<file path="config.mk">
export PLATFORM = sky130hd
export DESIGN_NAME = subpixel_disparity_refine
export DESIGN_NICKNAME = d
export VERILOG_FILES = /design/src/hw/rtl/sdr_pkg.sv /design/src/hw/rtl/sdr_div.sv /design/src/hw/rtl/subpixel_disparity_refine.sv
export SDC_FILE = /design/constraint.sdc
export NUM_CORES = 1
export LEC_CHECK = 0
export BUFFER_PORTS_ARGS = -buffer_cell sky130_fd_sc_hd__buf_2
export CORE_MARGIN = 2
export CORE_UTILIZATION = 40
export DETAILED_ROUTE_END_ITERATION = 7
export GPL_ROUTABILITY_DRIVEN = 1
export MAX_ROUTING_LAYER = met4
export PLACE_DENSITY = 0.64
export SYNTH_ARGS = -nofsm -noshare
export SYNTH_HDL_FRONTEND = slang
export SYNTH_SLANG_ARGS = --single-unit
</file>
<file path="constraint.sdc">
create_clock -name clk -period 4.3 [get_ports clk]
set_input_delay 0 -clock clk [delete_from_list [all_inputs] [get_ports clk]]
set_output_delay 0 -clock clk [all_outputs]
set_load 0.005 [all_outputs]
</file>
<file path="src/hw/rtl/sdr_pkg.sv">
`default_nettype none

package sdr_pkg;

  // configuration register indexes
  localparam int CFG_IDX_W  = 2;
  localparam int CFG_DATA_W = 13;
  localparam logic [CFG_IDX_W-1:0] REG_LINE_WIDTH = 2'd0;
  localparam logic [CFG_IDX_W-1:0] REG_COST_CAP   = 2'd1;

  localparam int LINE_W  = 13;
  localparam int CAP_W   = 8;
  localparam int COL_W   = 12;
  localparam int DISP_W  = 13;
  localparam int PIX_W   = 8;
  localparam int RCOL_W  = 14;   // signed right column, column - d +/- 1
  localparam int DEN_W   = 10;   // 2*den <= 1020
  localparam int OUT_W   = 21;

  localparam logic [LINE_W-1:0] LINE_WIDTH_RST = 13'd640;
  localparam logic [CAP_W-1:0]  COST_CAP_RST   = 8'd20;

  // per-item control carried alongside the divider
  typedef struct packed {
    logic              refine;
    logic              neg;
    logic              dneg;
    logic [DISP_W-1:0] disp;
  } side_t;

endpackage

`default_nettype wire

</file>
<file path="src/hw/rtl/sdr_div.sv">
`default_nettype none

// Pipelined restoring divider, one quotient bit per stage.
// The quotient is known to fit FRAC_BITS bits, so the top of the
// dividend already sits below the divisor and only the low bits iterate.
module sdr_div #(
  parameter int FRAC_BITS = 8
) (
  input  wire logic                                   clk,
  input  wire logic                                   rst,
  input  wire logic                                   in_valid,
  output logic                                        in_stall,
  input  wire logic [FRAC_BITS+sdr_pkg::DEN_W-2:0]    in_num,
  input  wire logic [sdr_pkg::DEN_W-1:0]              in_dvs,
  input  wire sdr_pkg::side_t                         in_side,
  output logic                                        out_valid,
  input  wire logic                                   out_stall,
  output logic [FRAC_BITS-1:0]                        out_quo,
  output sdr_pkg::side_t                              out_side
);

  localparam int DW = sdr_pkg::DEN_W;

  logic                 vld  [FRAC_BITS];
  logic [DW-1:0]        rem  [FRAC_BITS];
  logic [FRAC_BITS-1:0] low  [FRAC_BITS];
  logic [FRAC_BITS-1:0] quo  [FRAC_BITS];
  logic [DW-1:0]        dvs  [FRAC_BITS];
  sdr_pkg::side_t       side [FRAC_BITS];
  logic                 take [FRAC_BITS+1];

  assign take[FRAC_BITS] = !out_stall;
  assign in_stall        = !take[0];

  for (genvar s = 0; s < FRAC_BITS; s++) begin : g_stage
    logic                 vld_in;
    logic [DW-1:0]        rem_in;
    logic [FRAC_BITS-1:0] low_in;
    logic [FRAC_BITS-1:0] quo_in;
    logic [DW-1:0]        dvs_in;
    sdr_pkg::side_t       side_in;
    logic [DW:0]          trial;
    logic [DW:0]          diff;
    logic                 ge;

    if (s == 0) begin : g_first
      assign vld_in  = in_valid;
      assign rem_in  = {1'b0, in_num[FRAC_BITS+DW-2:FRAC_BITS]};
      assign low_in  = in_num[FRAC_BITS-1:0];
      assign quo_in  = '0;
      assign dvs_in  = in_dvs;
      assign side_in = in_side;
    end else begin : g_next
      assign vld_in  = vld[s-1];
      assign rem_in  = rem[s-1];
      assign low_in  = low[s-1];
      assign quo_in  = quo[s-1];
      assign dvs_in  = dvs[s-1];
      assign side_in = side[s-1];
    end

    assign trial   = {rem_in, low_in[FRAC_BITS-1]};
    assign diff    = trial - {1'b0, dvs_in};
    assign ge      = trial >= {1'b0, dvs_in};
    assign take[s] = !vld[s] || take[s+1];

    always_ff @(posedge clk) begin
      if (rst) begin
        vld[s] <= 1'b0;
      end else if (take[s]) begin
        vld[s] <= vld_in;
      end
    end

    always_ff @(posedge clk) begin
      if (take[s]) begin
        rem[s]  <= ge ? diff[DW-1:0] : trial[DW-1:0];
        low[s]  <= {low_in[FRAC_BITS-2:0], 1'b0};
        quo[s]  <= {quo_in[FRAC_BITS-2:0], ge};
        dvs[s]  <= dvs_in;
        side[s] <= side_in;
      end
    end
  end

  assign out_valid = vld[FRAC_BITS-1];
  assign out_quo   = quo[FRAC_BITS-1];
  assign out_side  = side[FRAC_BITS-1];

endmodule

`default_nettype wire

</file>
<file path="src/hw/rtl/subpixel_disparity_refine.sv">
`default_nettype none

// Channel  Handshake             Payload
// in       in_valid / in_stall   column, int_disparity, left_pixel,
//                                right_for_minus, right_for_centre, right_for_plus
// out      out_valid / out_stall refined_disparity, was_refined
// cfg      cfg_valid / cfg_ready cfg_index, cfg_data
//
// One beat per cycle sustained while out_stall is low. The stages in order:
// cost stage, parabola setup stage, one divider stage per fraction bit,
// output register. Every stage holds a valid bit and fills bubbles when
// out_stall is high. Reset clears the valid bits and loads line_width = 640,
// cost_cap = 20. Configuration writes are taken every cycle.
module subpixel_disparity_refine #(
  parameter int MAX_LINE_WIDTH = 4096,
  parameter int FRACTION_BITS  = 8
) (
  input  wire logic                                 clk,
  input  wire logic                                 rst,
  input  wire logic                                 cfg_valid,
  output logic                                      cfg_ready,
  input  wire logic [sdr_pkg::CFG_IDX_W-1:0]        cfg_index,
  input  wire logic [sdr_pkg::CFG_DATA_W-1:0]       cfg_data,
  input  wire logic                                 in_valid,
  output logic                                      in_stall,
  input  wire logic [sdr_pkg::COL_W-1:0]            column,
  input  wire logic signed [sdr_pkg::DISP_W-1:0]    int_disparity,
  input  wire logic [sdr_pkg::PIX_W-1:0]            left_pixel,
  input  wire logic [sdr_pkg::PIX_W-1:0]            right_for_minus,
  input  wire logic [sdr_pkg::PIX_W-1:0]            right_for_centre,
  input  wire logic [sdr_pkg::PIX_W-1:0]            right_for_plus,
  output logic                                      out_valid,
  input  wire logic                                 out_stall,
  output logic signed [sdr_pkg::OUT_W-1:0]          refined_disparity,
  output logic                                      was_refined
);

  localparam int MaxW   = $clog2(MAX_LINE_WIDTH + 1);
  localparam int WCmpW  = (MaxW > sdr_pkg::LINE_W) ? MaxW : sdr_pkg::LINE_W;
  localparam int NumW   = FRACTION_BITS + sdr_pkg::DEN_W - 1;
  localparam int AccW   = (sdr_pkg::DISP_W + FRACTION_BITS + 2 > sdr_pkg::OUT_W)
                          ? sdr_pkg::DISP_W + FRACTION_BITS + 2 : sdr_pkg::OUT_W;
  localparam int RW     = sdr_pkg::RCOL_W;
  localparam int CW     = sdr_pkg::CAP_W;

  // ---------------- configuration ----------------
  logic [sdr_pkg::LINE_W-1:0] line_width;
  logic [CW-1:0]              cost_cap;

  assign cfg_ready = 1'b1;

  always_ff @(posedge clk) begin
    if (rst) begin
      line_width <= sdr_pkg::LINE_WIDTH_RST;
      cost_cap   <= sdr_pkg::COST_CAP_RST;
    end else if (cfg_valid) begin
      case (cfg_index)
        sdr_pkg::REG_LINE_WIDTH: line_width <= cfg_data;
        sdr_pkg::REG_COST_CAP:   cost_cap   <= cfg_data[CW-1:0];
        default: ;
      endcase
    end
  end

  logic [WCmpW-1:0] width_eff;
  assign width_eff = (WCmpW'(line_width) > WCmpW'(MAX_LINE_WIDTH))
                     ? WCmpW'(MAX_LINE_WIDTH) : WCmpW'(line_width);

  // ---------------- handshake chain ----------------
  logic v1, v2;
  logic take1, take2, take_o;
  logic div_in_stall, div_out_valid;

  assign take_o   = !out_valid || !out_stall;
  assign take2    = !v2 || !div_in_stall;
  assign take1    = !v1 || take2;
  assign in_stall = !take1;

  // ---------------- stage 1: costs ----------------
  logic signed [RW-1:0] rc_col, rm_col, rp_col;
  logic                 in_m, in_c, in_p;
  logic [CW-1:0]        cost_m, cost_c, cost_p;

  assign rc_col = RW'($signed({1'b0, column})) - RW'(int_disparity);
  assign rm_col = rc_col + RW'(1);
  assign rp_col = rc_col - RW'(1);

  function automatic logic inside_line(input logic signed [RW-1:0] r,
                                       input logic [WCmpW-1:0] w);
    return !r[RW-1] && (WCmpW'(r[RW-2:0]) < w);
  endfunction

  function automatic logic [CW-1:0] ad_cost(input logic [CW-1:0] a,
                                            input logic [CW-1:0] b,
                                            input logic [CW-1:0] cap);
    logic [CW-1:0] d;
    d = (a >= b) ? a - b : b - a;
    return (d < cap) ? d : cap;
  endfunction

  assign in_m   = inside_line(rm_col, width_eff);
  assign in_c   = inside_line(rc_col, width_eff);
  assign in_p   = inside_line(rp_col, width_eff);
  assign cost_m = ad_cost(left_pixel, right_for_minus, cost_cap);
  assign cost_c = ad_cost(left_pixel, right_for_centre, cost_cap);
  assign cost_p = ad_cost(left_pixel, right_for_plus, cost_cap);

  logic [CW-1:0]              s1_cm, s1_c0, s1_cp;
  logic                       s1_ok;
  logic [sdr_pkg::DISP_W-1:0] s1_disp;

  always_ff @(posedge clk) begin
    if (rst) begin
      v1 <= 1'b0;
    end else if (take1) begin
      v1 <= in_valid;
    end
  end

  always_ff @(posedge clk) begin
    if (take1) begin
      s1_cm   <= cost_m;
      s1_c0   <= cost_c;
      s1_cp   <= cost_p;
      s1_ok   <= in_m && in_c && in_p;
      s1_disp <= int_disparity;
    end
  end

  // ---------------- stage 2: parabola setup ----------------
  logic [sdr_pkg::DEN_W-1:0] den;
  logic [CW-1:0]             mag;
  logic                      centre_low;
  logic [NumW-1:0]           num_next;
  logic [sdr_pkg::DEN_W-1:0] dvs_next;
  sdr_pkg::side_t            side_next;

  assign centre_low = (s1_c0 <= s1_cm) && (s1_c0 <= s1_cp);
  assign den = {2'b00, s1_cm} + {2'b00, s1_cp} - {1'b0, s1_c0, 1'b0};
  assign mag = (s1_cm >= s1_cp) ? s1_cm - s1_cp : s1_cp - s1_cm;
  // dividend mag*2^F + den gives round-half-up of mag*2^F / (2*den)
  assign num_next = ({1'b0, mag, FRACTION_BITS'(0)}) + NumW'(den);
  assign dvs_next = {den[sdr_pkg::DEN_W-2:0], 1'b0};

  always_comb begin
    side_next.refine = s1_ok && centre_low && (den != '0);
    side_next.neg    = s1_cp > s1_cm;
    side_next.dneg   = s1_disp[sdr_pkg::DISP_W-1];
    side_next.disp   = s1_disp;
  end

  logic [NumW-1:0]           s2_num;
  logic [sdr_pkg::DEN_W-1:0] s2_dvs;
  sdr_pkg::side_t            s2_side;

  always_ff @(posedge clk) begin
    if (rst) begin
      v2 <= 1'b0;
    end else if (take2) begin
      v2 <= v1;
    end
  end

  always_ff @(posedge clk) begin
    if (take2) begin
      s2_num  <= num_next;
      s2_dvs  <= dvs_next;
      s2_side <= side_next;
    end
  end

  // ---------------- divider ----------------
  logic [FRACTION_BITS-1:0] quo;
  sdr_pkg::side_t           div_side;

  sdr_div #(
    .FRAC_BITS (FRACTION_BITS)
  ) u_div (
    .clk       (clk),
    .rst       (rst),
    .in_valid  (v2),
    .in_stall  (div_in_stall),
    .in_num    (s2_num),
    .in_dvs    (s2_dvs),
    .in_side   (s2_side),
    .out_valid (div_out_valid),
    .out_stall (!take_o),
    .out_quo   (quo),
    .out_side  (div_side)
  );

  // ---------------- output stage ----------------
  localparam logic [FRACTION_BITS-1:0] Half = FRACTION_BITS'(1) << (FRACTION_BITS - 1);

  logic [FRACTION_BITS-1:0] quo_clamp;
  logic signed [AccW-1:0]   base;
  logic signed [AccW-1:0]   res;
  logic                     apply;

  assign quo_clamp = (quo > Half) ? Half : quo;
  assign apply     = div_side.refine && !div_side.dneg;
  assign base      = div_side.dneg
                     ? -(AccW'(1) <<< FRACTION_BITS)
                     : (AccW'(div_side.disp) <<< FRACTION_BITS);
  assign res       = !apply ? base
                     : div_side.neg ? base - AccW'(quo_clamp)
                                    : base + AccW'(quo_clamp);

  always_ff @(posedge clk) begin
    if (rst) begin
      out_valid <= 1'b0;
    end else if (take_o) begin
      out_valid <= div_out_valid;
    end
  end

  always_ff @(posedge clk) begin
    if (take_o) begin
      refined_disparity <= res[sdr_pkg::OUT_W-1:0];
      was_refined       <= apply;
    end
  end

endmodule

`default_nettype wire

</file>
==> Word-level counts from Yosys, hierarchy flattened <==
Memory sizes are Yosys's and may differ from the RTL's.
Index checks and enable logic that the tools add are counted.
{ "word_totals": {"register_bits": 126, "ramBits": 416, "input_bits": 77, "wordCells": 183, "mem_count": 6} }
{ "mem_list": {"columns": ["memory", "words", "word_bits", "rd", "rd_ports_with_merged_regs", "write_ports", "line_no", "source"], "rows": [
  ["u_div.side", 8, 16, 8, 0, 8, "sdr_div.sv:29", "sdr_pkg::side_t side [FRAC_BITS];"],
  ["u_div.dvs", 8, 10, 7, 0, 8, "sdr_div.sv:28", "logic [DW-1:0] dvs [FRAC_BITS];"],
  ["u_div.rem", 8, 10, 7, 0, 8, "sdr_div.sv:25", "logic [DW-1:0] rem [FRAC_BITS];"],
  ["u_div.quo", 8, 8, 8, 0, 8, "sdr_div.sv:27", "logic [FRAC_BITS-1:0] quo [FRAC_BITS];"],
  ["u_div.low", 8, 7, 7, 0, 8, "sdr_div.sv:26", "logic [FRAC_BITS-1:0] low [FRAC_BITS];"],
  ["u_div.vld", 8, 1, 8, 0, 8, "sdr_div.sv:24", "logic vld [FRAC_BITS];"]
]} }
{ "classes": {"n_addsub": 24, "magnitude_cmp": 23, "n_eq_ne": 1, "mux": 62, "bitwise_logic": 8, "n_reduce_logical": 41} }
{ "op_table": {"columns": ["operator", "n"], "rows": [
  ["2-to-1 mux 10 bit", 8],
  ["subtractor 10 bit", 8],
  ["greater-or-equal comparator 11 x 10 -> 1 bit", 7],
  ["2-to-1 mux 8 bit", 8],
  ["subtractor 8 bit", 8],
  ["2-to-1 mux 21 bit", 3],
  ["2-to-1 mux 1 bit", 42],
  ["less-than comparator 13 bit", 3],
  ["greater-or-equal comparator 8 bit", 4],
  ["less-than comparator 8 bit", 3],
  ["adder 21 x 8 -> 21 bit", 1],
  ["subtractor 21 x 8 -> 21 bit", 1],
  ["adder 16 x 10 -> 17 bit", 1],
  ["logical NOT 1 bit", 17],
  ["<= comparator 8 bit", 2],
  ["adder 14 x 2 -> 14 bit (second input constant)", 1],
  ["subtractor 13 x 13 -> 14 bit", 1],
  ["subtractor 14 x 2 -> 14 bit (second input constant)", 1],
  ["greater-than comparator 13 bit (second input constant)", 1],
  ["2-to-1 mux 13 bit", 1],
  ["logical OR 1 bit", 11],
  ["greater-or-equal comparator 10 bit", 1],
  ["nonzero test 10 bit", 1],
  ["subtractor 9 x 9 -> 10 bit", 1],
  ["8 further kinds", 24]
]} }

==> Depth between registers and ports, before layout <==
Gate-level depths: netlist of the first run.
{ "logic_depth": {"word_depth": 14, "mapped_depth": 21} }

==> By module <==
Synthesis of the first run repeated with hierarchy kept, for this count alone.
{ "unflattened": {"cells_unflattened": 2192, "hier_area_um2": 26187.6} }
{ "modules_own_cells": {"columns": ["module", "n_inst", "cells_per_inst", "area_per_inst_um2"], "rows": [
  ["sdr_div", 1, 993, 15036.9],
  ["subpixel_disparity_refine", 1, 1199, 11150.7]
]} }

==> Worst setup path before layout of the first run <==
No wires, ideal clock.
{ "synth_path": {"path_kind": "in2reg", "startpoint": "in left_pixel[0] (netlist bit)", "endpoint": "reg s1_cp[3] (data pin)", "setup_time_ps": 260, "arrival_time_ps": 3536, "t_required_ps": 4040, "setup_slack_ps": 504, "path_stages": 19, "path_cell_list": "inv_1 ha_1 inv_1 fa_1 a21o_1 a221oi_1 o21ai_0 a21oi_1 mux2_2 a221oi_1 o21ai_0 xor2_1 ha_1 o21ai_0 a21oi_1 o211ai_1 nand2_1 clkbuf_1 mux2_2"} }
{ "synth_via": {"elab_chain_len": 4, "word_cells_on_any_way": 6} }
{ "synth_lines": {"columns": ["item", "line_no", "source"], "rows": [
  ["from (decl)", "subpixel_disparity_refine.sv:28", "input wire logic [sdr_pkg::PIX_W-1:0] left_pixel,"],
  ["subtractor 8 bit / greater-or-equal comparator 8 bit (equally long branches)", "subpixel_disparity_refine.sv:97", "d = (a >= b) ? a - b : b - a;"],
  ["2-to-1 mux 8 bit *", "subpixel_disparity_refine.sv:97", null],
  ["less-than comparator 8 bit", "subpixel_disparity_refine.sv:98", "return (d < cap) ? d : cap;"],
  ["2-to-1 mux 8 bit *", "subpixel_disparity_refine.sv:98", null],
  ["via cost_p[3]", "subpixel_disparity_refine.sv:82", "logic [CW-1:0] cost_m, cost_c, cost_p;"],
  ["to (signal assigned)", "subpixel_disparity_refine.sv:124", "s1_cp <= cost_p;"],
  ["to (decl)", "subpixel_disparity_refine.sv:108", "logic [CW-1:0] s1_cm, s1_c0, s1_cp;"]
]} }
Mark *: on every way through the listed nets, which the timed path passes. The rest lies on a longest branch.
A chain may end at the register's enable or synchronous reset.

==> Final worst setup path of the first run <==
{ "layout_path": {"startpoint": "in int_disparity[2] (netlist bit)", "endpoint": "reg s1_ok (data pin)"} }
{ "layout_via": {"elab_chain_len": 6, "word_cells_on_any_way": 14} }
{ "layout_lines": {"columns": ["item", "line_no", "source"], "rows": [
  ["from (decl)", "subpixel_disparity_refine.sv:27", "input wire logic signed [sdr_pkg::DISP_W-1:0] int_disparity,"],
  ["subtractor 13 x 13 -> 14 bit *", "subpixel_disparity_refine.sv:84", "assign rc_col = RW'($signed({1'b0, column})) - RW'(int_disparity);"],
  ["adder 14 x 2 -> 14 bit", "subpixel_disparity_refine.sv:85", "assign rm_col = rc_col + RW'(1);"],
  ["less-than comparator 13 bit / logical NOT 1 bit (equally long branches)", "subpixel_disparity_refine.sv:90", "return !r[RW-1] && (WCmpW'(r[RW-2:0]) < w);"],
  ["logical AND 1 bit", "subpixel_disparity_refine.sv:90", null],
  ["logical AND 1 bit", "subpixel_disparity_refine.sv:125", "s1_ok <= in_m && in_c && in_p;"],
  ["logical AND 1 bit *", "subpixel_disparity_refine.sv:125", null],
  ["to (signal assigned)", "subpixel_disparity_refine.sv:125", null],
  ["to (decl)", "subpixel_disparity_refine.sv:109", "logic s1_ok;"]
]} }
Mark *: on every way between the ends. The rest lies on a longest branch, timed or not.

==> results of run 1 <==
-- worst max-delay path: cells and delay by family --
family                   cells  cell delay [ns]
buffers and inverters        4             0.93
AND/OR/NAND/NOR              8             1.66
XOR/XNOR                     1             0.19
adder cells (fa/ha/maj)      2             0.50
AO/OA/AOI/OAI                6             1.23
-- power by group through the flow --
stage	sequential [uW]	clock, uW	combinational (uW)
2_1_floorplan	6550	0	7300
3_3_place_gp	6900	0	9040
3_5_place_dp	6930	0	9300
4_1_cts	6850	3990	9420
5_1_grt	6960	4140	10700
6_report	6830	3880	9380
-- flip-flops by register name, summed over array words and instances, names as in the netlist, 8 cells and up --
signal	cells
s1_cm	8
line_width	13
s1_disp	13
s2_side	15
u_div.vld	8
s1_cp	8
u_div.side	120
u_div.low	21
u_div.quo	36
u_div.rem	70
cost_cap	8
refined_disparity	21
s1_c0	8
s2_num	17
u_div.dvs	35
-- metrics by stage --
stage / power [uW] / cell area (um2) / worst slack (ns) / util [%]
floorplan: 13850 / 23510 / 0.5038 / -
global placement: 15940 / 25120 / 0.2413 / 43.38
detailed placement: 16230 / 25120 / 0.1125 / 43.38
CTS: 20260 / 27150 / 0.1996 / 46.88
global route: 21770 / 27190 / 0.02572 / 46.95
finish: 20080 / 27190 / 0.2156 / 46.95
-- cell type report --
cell class                 count  area, um2  area share, %
inverter                     236      885.9          3.258
antenna                        2      5.005        0.01841
multi-input combinational   1346      10550          38.81
timing repair buffer         189       1299          4.777
clock inverter                30      306.5          1.127
clock buffer                  54       1202          4.422
tap                          765      957.2          3.520
sequential                   407      11980          44.07
-- cell usage in the layout, fill, tap and decap left out, types with 24 or more instances in the layout --
cell,Yosys,final
nand2_1,131,130
nor2_1,105,105
xnor2_1,64,64
inv_1,235,235
edfxtp_1,383,383
buf_4,3,37
clkbuf_16,0,47
buf_2,6,100
nand4_1,28,28
a21o_1,45,45
fa_1,24,24
xor2_1,42,41
ha_1,244,244
mux2i_1,36,36
nor2b_1,36,36
o21ai_0,99,97
nand2b_1,26,26
dfxtp_1,24,24
dlygate4sd3_1,0,52
mux2_2,62,62
a21oi_1,121,120
a21boi_0,25,25
-- metal layers --
metal / GRT usage, % / vias up / part of all wire, %
met4: 6.449 / 0 / 3.2
met2: 31.57 / 297 / 52
met5: - / - / 0
li1: - / 7726 / -
met1: 19.42 / 7319 / 41
met3: 2.146 / 93 / 3.2
-- final timing paths --
kind                          startpoint                           to  slack [ns]  cells past startpoint
max                     int_disparity[2]              s1_ok$_DFFE_PN_        0.22                     21
min                  right_for_centre[0]           s1_c0[0]$_DFFE_PN_        0.06                      3
max reg2reg           s1_c0[1]$_DFFE_PN_         s2_num[14]$_DFFE_PP_        0.31                     16
min reg2reg  u_div.side[0][58]$_DFFE_PP_  u_div.side[1][10]$_DFFE_PP_        0.41                      0
-- timing repair --
| item | in CTS | in global routing |
|---|---|---|
| hold buffers | 52 | 0 |
| gates resized for setup | 0 | 8 |
| endpoints found under the setup margin | 0 | 6 |
| hold endpoints to repair | 40 | 0 |
-- cell families (layout without fill, tap and decap cells) --
| kind of cell | count (synthesis) | after routing | synth area share, % |
|---|---|---|---|
| simple gates | 469 | 469 | 10.16 |
| flops | 407 | 407 | 50.97 |
| compound gates | 403 | 403 | 10.92 |
| fa+ha+maj | 268 | 268 | 15.03 |
| buf+inv | 266 | 509 | 4.328 |
| xor+xnor | 107 | 107 | 4.067 |
| mux | 98 | 98 | 4.503 |
| other cells | 1 | 3 | 0.01595 |
==> summary.txt, run 1 <==
Floorplan
  • Initial Util: 40.59%
  • Ports: 102
  • Die H: 246.4 um
  • Core Footprint: 0.05792 mm2
  • Die Area: 0.06072 mm2
  • Die Wd: 246.4 um
  • Rows: 88

Detailed routing
  • Vias: 15435
  • WL final: 50190 um
  • DRC viols: 0
  • Post-DRT Antenna Nets: 0
  • Initial DRC Count: 698
  • Routed vias/inst: 5.096
  • Pre-antenna DRT Iters: 7
  • Wire length per cell: 16.57 um

Synth
  • Post-synth EDFFs: 383
  • Post-Syn Instances: 2019
  • Synth Flop Type: edfxtp_1
  • Syn_area_per_cell: 11.64 um2
  • Yosys cell types: 80
  • Most common cell in the netlist: edfxtp_1
  • Sequential fraction of the synthesis area: 50.97%
  • Synthesis-stage register bit count: 407
  • Asr flop ratio synth: 0%
  • Top cells by area, synth: edfxtp_1 (49%), ha_1 (13%), inv_1 (3.8%)
  • Syn_nets: 2364
  • Synth top area share: 48.93%
  • Synthesized area: 0.02351 mm2
  • Yosys warns: 0
  • Yosys top cell by area: edfxtp_1
  • Post-synth top cells: edfxtp_1 (383), ha_1 (244), inv_1 (235), nand2_1 (131), a21oi_1 (121)

Timing
  • Skew final: 0.01774 ns
  • # setup viols final: 0
  • Period utilisation layout: 94.99%
  • Worst hold margin: 0.06401 ns
  • Slew @ Worst Pin: 1.072 ns
  • FMAX: 0.2448 GHz
  • Hold Fails Final Rpt: 0
  • Final setup TNS: 0 ns
  • Fin crit period: 4.084 ns
  • Max-slew violations: 0
  • RSZ-0062 raised after global routing: no
  • Max transition margin: 28.38%

Setup path
  • WS Path Type: primary input to flop
  • Largest stage delay, worst path: 0.54 ns
  • Crit-path max FO: 5
  • CP max stage cell: dlygate4sd3_1
  • Worst Path Arrival: 4.53 ns
  • Worst Setup End Kind: flop
  • Required time of the critical path: 4.74 ns
  • Crit-path cells: dlygate4sd3_1 -> buf_2 -> inv_1 -> ha_1 -> nor2b_1 -> o21a_1 -> o21a_1 -> or4_1 -> nand4_1 -> buf_4 -> and3_1 -> and2_1 -> nand4_1 -> xnor2_1 -> ha_1 -> a221o_1 -> nor4_1 -> o2111a_1 -> o211ai_1 -> nor3_1 -> o311a_1
  • CP startpoint kind: primary input

Power
  • Pint: 12780 uW
  • Sequential group share of total power: 34.0%
  • Switching share of total power: 36.38%
  • Pwr dens: 738.6 mW/mm2
  • Power share of the clock group: 19.3%
  • Combinational power share: 46.7%
  • Worst vdd ir: 0.3768 mV
  • Net Sw Power: 7306 uW
  • Leakage: 0.01176 uW

GRT
  • Vias in the first global route: 15856
  • GR Util All Layers: 17.36%
  • First-pass GRT wire length: 82060 um
  • Largest net degree at the start of global routing: 43
  • Antenna violations before repair: 2
  • GRT Residual Overflow: 0

CTS
  • CTS sink cnt: 407
  • Setup bufs post-CTS: 0
  • Clock Latency Late Sink: 0.58 ns
  • Root Buffer: clkbuf_16
  • TritonCTS clock tree: done
  • Clock Path Buffers: 3
  • CTS H-tree lvls: 2
  • Number of CTS-inserted buffers: 46
  • Clock transition at path regs: 0.06 ns

Placement
  • GP Congestion: 0.9202
  • Placed insts: 2891
  • IO buf count: 100
  • Detailed placer's ending HPWL: 38960 um

Finish
  • Filler cell count: 5290
  • Layout Area Growth over Synthesis: 15.68%
  • Share of cells above drive strength 1: 13.79%
  • Fin cells: 3029
  • Total Nets Final: 2571

Run status
  • Outcome: complete, no violations

Worst hold path
  • Worst hold path class: primary input to flop

Flow run
  • Max_cap viols: 0
Note: power is estimated with default switching activity, not from simulation.
==> inputs of run 2 (changes only) <==
--- a/config.mk
+++ b/config.mk
@@ -6,12 +6,13 @@
 export NUM_CORES = 1
 export LEC_CHECK = 0
 export BUFFER_PORTS_ARGS = -buffer_cell sky130_fd_sc_hd__buf_2
+export CORE_ASPECT_RATIO = 0.5
 export CORE_MARGIN = 2
-export CORE_UTILIZATION = 40
+export CORE_UTILIZATION = 45
 export DETAILED_ROUTE_END_ITERATION = 7
 export GPL_ROUTABILITY_DRIVEN = 1
 export MAX_ROUTING_LAYER = met4
-export PLACE_DENSITY = 0.64
+export PLACE_DENSITY = 0.69
 export SYNTH_ARGS = -nofsm -noshare
 export SYNTH_HDL_FRONTEND = slang
 export SYNTH_SLANG_ARGS = --single-unit
==> run 2 against run 1 <==
Against the previous run: sequential cell count unchanged; design area down 1.4%; largest power group unchanged; combinational power down 1%; register-to-register slack worse by 0.08 ns; via count down 1.3%; first-iteration DRC count up 6.4%; power down 4.3%; highest routed layer unchanged; clock skew up 0.016 ns.
==> summary.txt, run 2 (synthesis results as in run 1) <==
Timing
  • # setup viols final: 0 (unchanged)
  • Skew final: 0.03404 ns (was 0.01774 ns)
  • RSZ-0062 raised after global routing: yes (was no)
  • FMAX: 0.2344 GHz (was 0.2448 GHz)
  • Max-slew violations: 0 (unchanged)
  • Max transition margin: 30.58% (was 28.38%)
  • Fin crit period: 4.266 ns (was 4.084 ns)
  • Slew @ Worst Pin: 1.039 ns (was 1.072 ns)
  • Period utilisation layout: 99.22% (was 94.99%)
  • Final setup TNS: 0 ns (unchanged)
  • Final WS setup: 0.03367 ns (was 0.2156 ns)
  • Hold Fails Final Rpt: 0 (unchanged)

GRT
  • Antenna violations before repair: 0 (was 2)
  • First-pass GRT wire length: 75470 um (was 82060 um)
  • GR Util All Layers: 17.28% (was 17.36%)
  • GRT Residual Overflow: 0 (unchanged)
  • Largest net degree at the start of global routing: 43 (unchanged)
  • Vias in the first global route: 15520 (was 15856)

CTS
  • CTS H-tree lvls: 2 (unchanged)
  • Root Buffer: clkbuf_16 (unchanged)
  • TritonCTS clock tree: done (unchanged)
  • Number of CTS-inserted buffers: 38 (was 46)
  • CTS sink cnt: 407 (unchanged)
  • Clock Latency Late Sink: 0.55 ns (was 0.58 ns)
  • Clock transition at path regs: 0.07 ns (was 0.06 ns)
  • Setup bufs post-CTS: 0 (unchanged)
  • Clock Path Buffers: 3 (unchanged)

Power
  • Leakage: 0.01161 uW (was 0.01176 uW)
  • Worst vdd ir: 0.3674 mV (was 0.3768 mV)
  • Pwr dens: 717.2 mW/mm2 (was 738.6 mW/mm2)

Setup path
  • CP startpoint kind: primary input (unchanged)
  • Crit-path max FO: 7 (was 5)
  • WS Path Type: primary input to flop (unchanged)
  • Worst Setup End Kind: flop (unchanged)
  • Required time of the critical path: 4.73 ns (was 4.74 ns)
  • Worst Path Arrival: 4.69 ns (was 4.53 ns)

Run status
  • Outcome: complete, no violations (unchanged)

Detailed routing
  • Post-DRT Antenna Nets: 0 (unchanged)
  • Initial DRC Count: 743 (was 698)
  • Pre-antenna DRT Iters: 5 (was 7)
  • Wire length per cell: 15.20 um (was 16.57 um)
  • DRC viols: 0 (unchanged)
  • WL final: 44890 um (was 50190 um)
  • Routed vias/inst: 5.159 (was 5.096)
  • Vias: 15234 (was 15435)

Floorplan
  • Ports: 102 (unchanged)
  • Die Wd: 327.2 um (was 246.4 um)
  • Initial Util: 45.42% (was 40.59%)
  • Die Area: 0.05419 mm2 (was 0.06072 mm2)
  • Rows: 59 (was 88)
  • Die H: 165.6 um (was 246.4 um)
  • Core Footprint: 0.05175 mm2 (was 0.05792 mm2)

Finish
  • Top reg by flops: u_div.side (unchanged)
  • Largest registers: u_div.side (120), u_div.rem (70), u_div.quo (36) (unchanged)
  • Max FFs per register: 120 (unchanged)
  • Most frequent cells in the layout: edfxtp_1 (383), ha_1 (244), inv_1 (235), nand2_1 (130), a21oi_1 (119) (was edfxtp_1 (383), ha_1 (244), inv_1 (235), nand2_1 (130), a21oi_1 (120))
  • Total Nets Final: 2570 (was 2571)
  • N_diodes: 0 (was 2)
  • Layout Area Growth over Synthesis: 14.03% (was 15.68%)
  • Commonest non-fill, non-tap cell in the layout: edfxtp_1 (unchanged)
  • Share of cells above drive strength 1: 13.99% (was 13.79%)

Placement
  • DP Worst Slack: -0.2219 ns (was 0.1125 ns)
  • IO buf count: 100 (unchanged)
  • GP Congestion: 0.9496 (was 0.9202)
  • Detailed placer's ending HPWL: 34180 um (was 38960 um)

Worst hold path
  • Worst hold path class: primary input to flop (unchanged)

Flow run
  • Max_cap viols: 0 (unchanged)
-- run 2: changes by cell type in the layout (fill, tap and decap cells not counted), sizes merged, moves of 2 or more --
cell	change
buf	+15
clkbuf	-8
clkinv	-8
dlygate4sd3	-8
bufinv	-4
diode	-2
inv	+2
-- run 2: critical path: stages --
cell and delay (ns):
dlygate4sd3_1 0.53, buf_2 0.14, ha_1 0.20, fa_1 0.43, nor2b_1 0.16, o21a_1 0.17, nor3_1 0.05, nor2_1 0.42
and3_1 0.26, and3_1 0.18, and4_1 0.24, nand3_1 0.10, xnor2_1 0.14, ha_1 0.31, a221o_1 0.32, nor4_1 0.29
o2111a_1 0.25, o211ai_1 0.12, nor3_2 0.19, o311a_1 0.18
-- run 2: stage by stage --
stage	instance area, um2	hold WS (ns)	total power (uW)	cells	util, %
5_1_grt	26800	0.04366	20950	2953	51.79
4_1_cts	26760	0.0001680	19270	2953	51.72
2_1_floorplan	23510	0.09887	13850	2019	-
3_3_place_gp	25150	0.1928	15660	2842	48.60
6_report	26800	0.02690	19220	2953	51.79
3_5_place_dp	25150	0.1961	15930	2842	48.60
-- run 2: path summary, 6_finish.rpt --
path | start | end | slack [ns] | cells after the start
setup / recovery | int_disparity[0] | s1_ok$_DFFE_PN_ | 0.03 | 20
setup reg to reg | s1_cm[2]$_DFFE_PN_ | s2_num[14]$_DFFE_PP_ | 0.23 | 17
hold reg to reg | u_div.quo[0][17]$_DFFE_PP_ | u_div.quo[0][26]$_DFFE_PP_ | 0.39 | 0
hold / removal | cfg_index[1] | line_width[9]$_SDFFE_PP1P_ | 0.03 | 4
-- run 2: routing by layer --
metal  vias to the layer above  track usage [%]  share of wire, %
met5                         -                -                 0
met3                        73            2.467               3.5
li1                       7715                -                 -
met2                       258            29.18                48
met1                      7188            21.62                46
met4                         0            5.146               2.6
-- run 2: what timing repair did --
item                                    CTS  global route
gates resized for setup                   0            11
endpoints found under the setup margin    0            18
hold buffers                             44             0
endpoints found under the hold margin    40             0
-- run 2: power by group --
part | internal (uW) | switching, uW
Combinational | 4310 | 4950
Sequential | 6100 | 640
Clock | 1750 | 1470
-- run 2: area by class of cell --
| class | count | area (um2) |
|---|---|---|
| clock buffers | 46 | 1002 |
| clock inverters | 21 | 168.9 |
| fillers | 4406 | 24950 |
| inverters | 236 | 885.9 |
| multi-input cells | 1346 | 10560 |
| flip-flops and latches | 407 | 11980 |
| well taps | 701 | 877.1 |
| repair buffers | 196 | 1331 |
